## src/spmq_pkg.sv

```systemverilog
// ---------------------------------------------------------------------------
// Strict-priority multi-queue package
// Shared sizes, command codes and the item structures used across the block.
// ---------------------------------------------------------------------------
`timescale 1ns / 1ps
`default_nettype none

package spmq_pkg;

  localparam int NUM_LEVELS  = 8;
  localparam int QUEUE_DEPTH = 1024;

  localparam int LVL_W  = (NUM_LEVELS > 1) ? $clog2(NUM_LEVELS) : 1;
  localparam int PTR_W  = (QUEUE_DEPTH > 1) ? $clog2(QUEUE_DEPTH) : 1;
  localparam int CNT_W  = $clog2(QUEUE_DEPTH + 1);
  localparam int ADDR_W = $clog2(NUM_LEVELS * QUEUE_DEPTH);

  // Depth of the command queue between the front and back parts.
  localparam int FQ_DEPTH = 4;
  localparam int FQ_PTR_W = $clog2(FQ_DEPTH);
  localparam int FQ_CNT_W = $clog2(FQ_DEPTH + 1);

  typedef enum logic {
    CMD_ENQ = 1'b0,
    CMD_DEQ = 1'b1
  } cmd_t;

  typedef struct packed {
    cmd_t        command;
    logic [7:0]  priority_req;
    logic [15:0] packet_handle;
  } in_item_t;

  typedef struct packed {
    logic        out_valid;
    logic [15:0] out_handle;
    logic [2:0]  out_priority;
    logic        dropped;
    logic [15:0] dropped_handle;
  } out_item_t;

  // A classified command as it waits in the queue.
  typedef struct packed {
    cmd_t             command;
    logic [LVL_W-1:0] level;
    logic [15:0]      handle;
  } fq_entry_t;

  // Status of the command queue, seen by the front and back parts.
  typedef struct packed {
    logic full;
    logic empty;
  } fq_status_t;

endpackage

`default_nettype wire

```

## src/spmq_queue.sv

```systemverilog
// ---------------------------------------------------------------------------
// Strict-priority multi-queue command queue
// Short FIFO that decouples the front end from the back end.
// ---------------------------------------------------------------------------
`timescale 1ns / 1ps
`default_nettype none

module spmq_queue
  import spmq_pkg::*;
(
  input  wire        clk,
  input  wire        rst_n,
  input  wire        push,
  input  fq_entry_t  push_entry,
  input  wire        pop,
  output fq_entry_t  head_entry,
  output fq_status_t fq_status
);

  fq_entry_t            slot_r [FQ_DEPTH];
  logic [FQ_PTR_W-1:0]  wr_ptr_r, wr_ptr_nxt;
  logic [FQ_PTR_W-1:0]  rd_ptr_r, rd_ptr_nxt;
  logic [FQ_CNT_W-1:0]  count_r, count_nxt;

  assign fq_status.full  = (count_r == FQ_CNT_W'(FQ_DEPTH));
  assign fq_status.empty = (count_r == '0);
  assign head_entry      = slot_r[rd_ptr_r];

  always_comb begin
    wr_ptr_nxt = push ? wr_ptr_r + 1'b1 : wr_ptr_r;
    rd_ptr_nxt = pop ? rd_ptr_r + 1'b1 : rd_ptr_r;
    count_nxt  = count_r;
    if (push && !pop) begin
      count_nxt = count_r + 1'b1;
    end else if (!push && pop) begin
      count_nxt = count_r - 1'b1;
    end
  end

  always_ff @(posedge clk) begin
    if (!rst_n) begin
      wr_ptr_r <= '0;
      rd_ptr_r <= '0;
      count_r  <= '0;
    end else begin
      wr_ptr_r <= wr_ptr_nxt;
      rd_ptr_r <= rd_ptr_nxt;
      count_r  <= count_nxt;
    end
  end

  always_ff @(posedge clk) begin
    if (push) begin
      slot_r[wr_ptr_r] <= push_entry;
    end
  end

`ifndef SYNTHESIS
  a_no_overflow: assert property (@(posedge clk) disable iff (!rst_n)
    fq_status.full |-> !push)
    else $error("command queue written while full");

  a_no_underflow: assert property (@(posedge clk) disable iff (!rst_n)
    fq_status.empty |-> !pop)
    else $error("command queue read while empty");

  a_count_step: assert property (@(posedge clk) disable iff (!rst_n)
    (push && !pop) |=> (count_r == $past(count_r) + 1'b1))
    else $error("command queue count did not follow a push");
`endif

endmodule

`default_nettype wire

```

## config.mk

```make
export PLATFORM = sky130hd
export DESIGN_NAME = spmq_queue
export DESIGN_NICKNAME = d
export VERILOG_FILES = /design/src/spmq_pkg.sv /design/src/spmq_queue.sv
export SDC_FILE = /design/constraint.sdc
export NUM_CORES = 1
export LEC_CHECK = 0
export BUFFER_PORTS_ARGS = -buffer_cell sky130_fd_sc_hd__buf_2
export CAP_MARGIN = 20
export CELL_PAD_IN_SITES_DETAIL_PLACEMENT = 1
export CELL_PAD_IN_SITES_GLOBAL_PLACEMENT = 1
export CORE_ASPECT_RATIO = 1.25
export CORE_UTILIZATION = 49
export DETAILED_ROUTE_END_ITERATION = 12
export PLACE_DENSITY_LB_ADDON = 0.15
export SLEW_MARGIN = 20
export SYNTH_ARGS = -nofsm -noshare
export SYNTH_HDL_FRONTEND = slang
export SYNTH_SLANG_ARGS = --single-unit
```

## constraint.sdc

```tcl
create_clock -name clk -period 1.9 [get_ports clk]
set_input_delay 0 -clock clk [delete_from_list [all_inputs] [get_ports clk]]
set_output_delay 0 -clock clk [all_outputs]
set_load 0.01 [all_outputs]
```

=== Yosys cells after proc, flatten, opt, wreduce, memory -nomap -nowiden ===
Memory sizes are Yosys's and may differ from the RTL's. A register that Yosys moved wholly into a read port is not among the register bits.
Index checks and enable logic that the tools add are counted.

* Latch bits: 0
* Register bits: 7
* Bits in writable memories: 80
* ROM bits: 0
* Memories kept: 1

{| class="wikitable"
|+ Memories
! memory !! depth !! bits a word !! rd ports !! clocked after memory_dff !! write ports !! line !! text
|-
| slot_r || 4 || 20 || 1 || 1 || 1 || spmq_queue.sv:20 || <nowiki>fq_entry_t slot_r [FQ_DEPTH];</nowiki>
|}

* Div/mod/pow operators: 0
* Order comparisons: 0
* Mux-type cells: 6
* Equal/unequal tests: 1
* Bitwise operators: 0
* Reduce and logical (&&, ||, !) cells: 6
* Add/subtract/negate cells: 4
* Shift-type cells: 0
* $mul: 0

{| class="wikitable"
|+ Operators with widths
! operator !! number
|-
| 2-to-1 mux 3 bit || 2
|-
| adder 2 x 1 -> 2 bit, second input constant || 2
|-
| 2-to-1 mux 2 bit || 2
|-
| adder 3 x 1 -> 3 bit, second input constant || 1
|-
| == test 3 bit, second input constant || 1
|-
| logical NOT 3 bit || 1
|-
| subtractor 3 x 1 -> 3 bit, second input constant || 1
|-
| logical AND 1 bit || 2
|-
| logical NOT 1 bit || 2
|-
| 2-to-1 mux 1 bit || 2
|-
| nonzero test 2 bit || 1
|}

=== Longest topological paths before layout ===
* Word-level depth: 4
* Mapped depth: 7
* Gate-level depth less buffers: 7

=== Least setup slack after synthesis ===
Ideal clock, no wire load.

* Path kind: register to register
* Start: register wr_ptr_r[0]
* End: memory slot_r[2][0] (netlist bit) (enable)
* Required time: 1.522 ns
* Data arrival time: 1.061 ns
* Period minus slack after synthesis: 1.440 ns
* Path slack: 0.460 ns
* Cell stages (with the launch flop): 4
* Cells stage by stage: dfxtp_1 > inv_1 > ha_1 > and2_1

{| class="wikitable"
|+ RTL lines
! what !! line !! text
|-
| start: declaration || spmq_queue.sv:21 || <nowiki>logic [FQ_PTR_W-1:0] wr_ptr_r, wr_ptr_nxt;</nowiki>
|-
| start signal: assignment || spmq_queue.sv:46 || <nowiki>wr_ptr_r <= wr_ptr_nxt;</nowiki>
|-
| end: declaration || spmq_queue.sv:20 ||
|}

Straight into the memory's write port.

==> flow_metrics.tcl <==
set metrics [dict create \
    r2r_end "count_r[2]$_SDFFE_PN0P_" \
    dieArea_mm2 0.007133 \
    relSlewSlack_pct 62.88 \
    detail_route.wl_per_cell_um 18.64 \
    required_ps 1900 \
    fin_hold_ws_ps 24.33 \
    post_cts_buffers 0 \
    post-dp-hpwl_um 3852 \
    synthTopCellsByArea "edfxtp_1 (72%), mux4_2 (14%), dfxtp_1 (5.4%)" \
    hold_class "in2reg" \
    final.setup_skew_ps 9.897 \
    power_switching_uw 950.8 \
    synth_top_area_cell "edfxtp_1" \
    maxSlewViolCount 0 \
    drt_iter0_drc 78 \
    max_freq_ghz 0.5972 \
    synth-seq-area-share_pct 77.54 \
    maxCapViolCount 0 \
    cts-root-buf "clkbuf_8" \
    start_kind "flip-flop" \
    cp_max_fo 12 \
    powerDensity_mw_per_mm2 990.1 \
    clkLatencyLatePin_ps 360 \
    end_kind "primary output" \
    min_path_cells 3 \
    yosys_warnings 0 \
    syn_inst 147 \
    arrival_ps 1670 \
    cts_buffers 9 \
    rsz0062_at_grt "false" \
    ys_seq_elements 89 \
    power.share.combinational_pct 11.9 \
    wl_um 5946 \
    clockPowerShare_pct 31.8 \
    r2r.worst_path.cells 4 \
    path_class "reg2out" \
    die_w_um 75.74 \
    area_delta_synth_final_pct 23.07 \
    ant_nets 0 \
    clkTransAtPathRegs_ps 90 \
    drc 0 \
    synth_top_area_share_pct 72.13 \
    grt_first_pass_wirelength_um 8983 \
    ir_worst_vdd_mv 0.5783 \
    final_layout_size_suffix_gt1_share_pct 38.79 \
    synth_area_mm2 0.003331 \
    hold_start "pop" \
    placementRows 33 \
    ys_types 19 \
    post-route-util_pct 62.44 \
    final-instance-count-excl-fill 319 \
    avgSynthCellArea_um2 22.66 \
    tightest_slew_ps 556.8 \
    port_buffers 45 \
    grt_max_degree 21 \
    power_mw 4.058 \
    internal-power_mw 3.108 \
    grt_remaining_overflow 0 \
    core_area_mm2 0.006565 \
    drtPass1Iterations 4 \
    outcome "finished, final reports clean" \
    final_nets 257 \
    place_ws_ps 44.55 \
    r2r_slack_ps 370 \
    setup_slack_ps 225.6 \
    timing.final.crit_share_pct 88.12 \
    placed_area_mm2 0.003686 \
    htree_num_levels 3 \
    setup_tns_ps 0 \
    r2r-start "count_r[0]$_SDFFE_PN0P_" \
    antenna_found_initial 0 \
    final_hold_viol_count 0 \
    post-place-cells 282 \
    seqPwrFrac_pct 56.2 \
    gp_congestion 0.6977 \
    start_util_pct 50.73 \
    io_pins 46 \
    grt_pass1_vias 1817 \
    min_period_ps 1674 \
    setup_viol 0 \
    cts.path.max_buffers 2 \
    num_vias 1604 \
    die_h_um 94.18 \
    clock_sinks 89 \
    grt_util_all_layers_pct 18.70 \
    num_antenna_cells 0 \
    vias_per_cell 5.028 \
    stdcell_area_mm2 0.004099 \
    syn-num-nets 177 \
    cts_tree "built" \
    power_leakage_nw 1.451 \
    swShare_pct 23.43 \
]
==> power by group through the flow <==
stage / clock [mW] / sequential [mW] / combinational, mW
after CTS: 1.32 / 2.28 / 0.497
after global routing: 1.39 / 2.29 / 0.532
after global placement: 0 / 2.32 / 0.438
final: 1.29 / 2.28 / 0.485
after detailed placement: 0 / 2.33 / 0.461
after floorplan: 0 / 2.31 / 0.284
==> sequential cells by signal, indices dropped and copies added (netlist names), named ones only <==
name and cells:
rd_ptr_r 2, slot_r 80, wr_ptr_r 2, count_r 3
==> layout by cell type (no fill, tap or decap), types with 2 or more instances in the layout <==
cell type and count:
ha_1 5, dfxtp_1 8, dlygate4sd3_1 21, xnor2_1 2, mux2i_1 2, inv_1 4
nor2b_1 2, buf_4 7, inv_6 2, edfxtp_1 80, mux4_2 20, clkbuf_8 9
buf_2 45, clkinv_4 2, xor2_1 3, and2_1 8
==> layer usage <==
layer  GRT usage (%)  up-vias  routed length (µm)
li1                -      748                   -
met1           22.62      810                2451
met2           30.83       36                3187
met3           4.077       10                 194
met4           9.722        0                 113
met5               0        -                   0
==> cell families after synthesis <==
kind of cell	count (synthesis)	share of synthesized area [%]
multiplexers	22	14.12
flip-flops	89	77.54
adder cells (fa/ha/maj)	6	2.479
buffers and inverters	8	1.427
XOR/XNOR	5	1.315
AO/OA/AOI/OAI	2	0.3756
AND/OR/NAND/NOR	15	2.742
==> cell type report <==
type / count / area, µm²
fill: 557 / 2466
sequential: 89 / 2584
inverter: 4 / 15.01
tap: 87 / 108.9
multi-input combinational: 50 / 701.9
clock buffer: 9 / 123.9
timing repair buffer: 73 / 488.0
clock inverter: 7 / 77.57
==> critical path, stage by stage (launching register included) <==
cell     delay (ps)
dfxtp_2         340
buf_4           260
mux4_2          560
buf_2           160
==> timing repair <==
item | 4_1_cts | 5_1_grt
endpoints found under the hold margin | 89 | 0
resized for setup | 0 | 1
setup endpoints to repair | 0 | 20
hold buffers | 21 | 0
==> synth_stat cells <==
master	number
edfxtp_1	80
mux4_2	20
and2_1	9
dfxtp_1	9
ha_1	5
inv_1	4
xor2_1	3
buf_2	2
buf_6	2
mux2i_1	2
nor2b_1	2
xnor2_1	2
a21boi_0	1
fa_1	1
nand2_1	1
nor3_1	1
nor3b_1	1
o21ai_0	1
or3_1	1
==> how the worst max path moves through the flow <==
stage                         endpoint  depth (start not counted)                startpoint
2_1_floorplan   slot_r[2][0]$_DFFE_PP_                          3  wr_ptr_r[0]$_SDFFE_PN0P_
3_3_place_gp    slot_r[2][0]$_DFFE_PP_                          3  wr_ptr_r[0]$_SDFFE_PN0P_
3_5_place_dp    slot_r[2][5]$_DFFE_PP_                          3  wr_ptr_r[0]$_SDFFE_PN0P_
4_1_cts        slot_r[2][17]$_DFFE_PP_                          3  wr_ptr_r[0]$_SDFFE_PN0P_
5_1_grt                 head_entry[16]                          3                 flip-flop
6_report                head_entry[16]                          3                 flip-flop
Note: power is estimated with default switching activity, not from simulation.
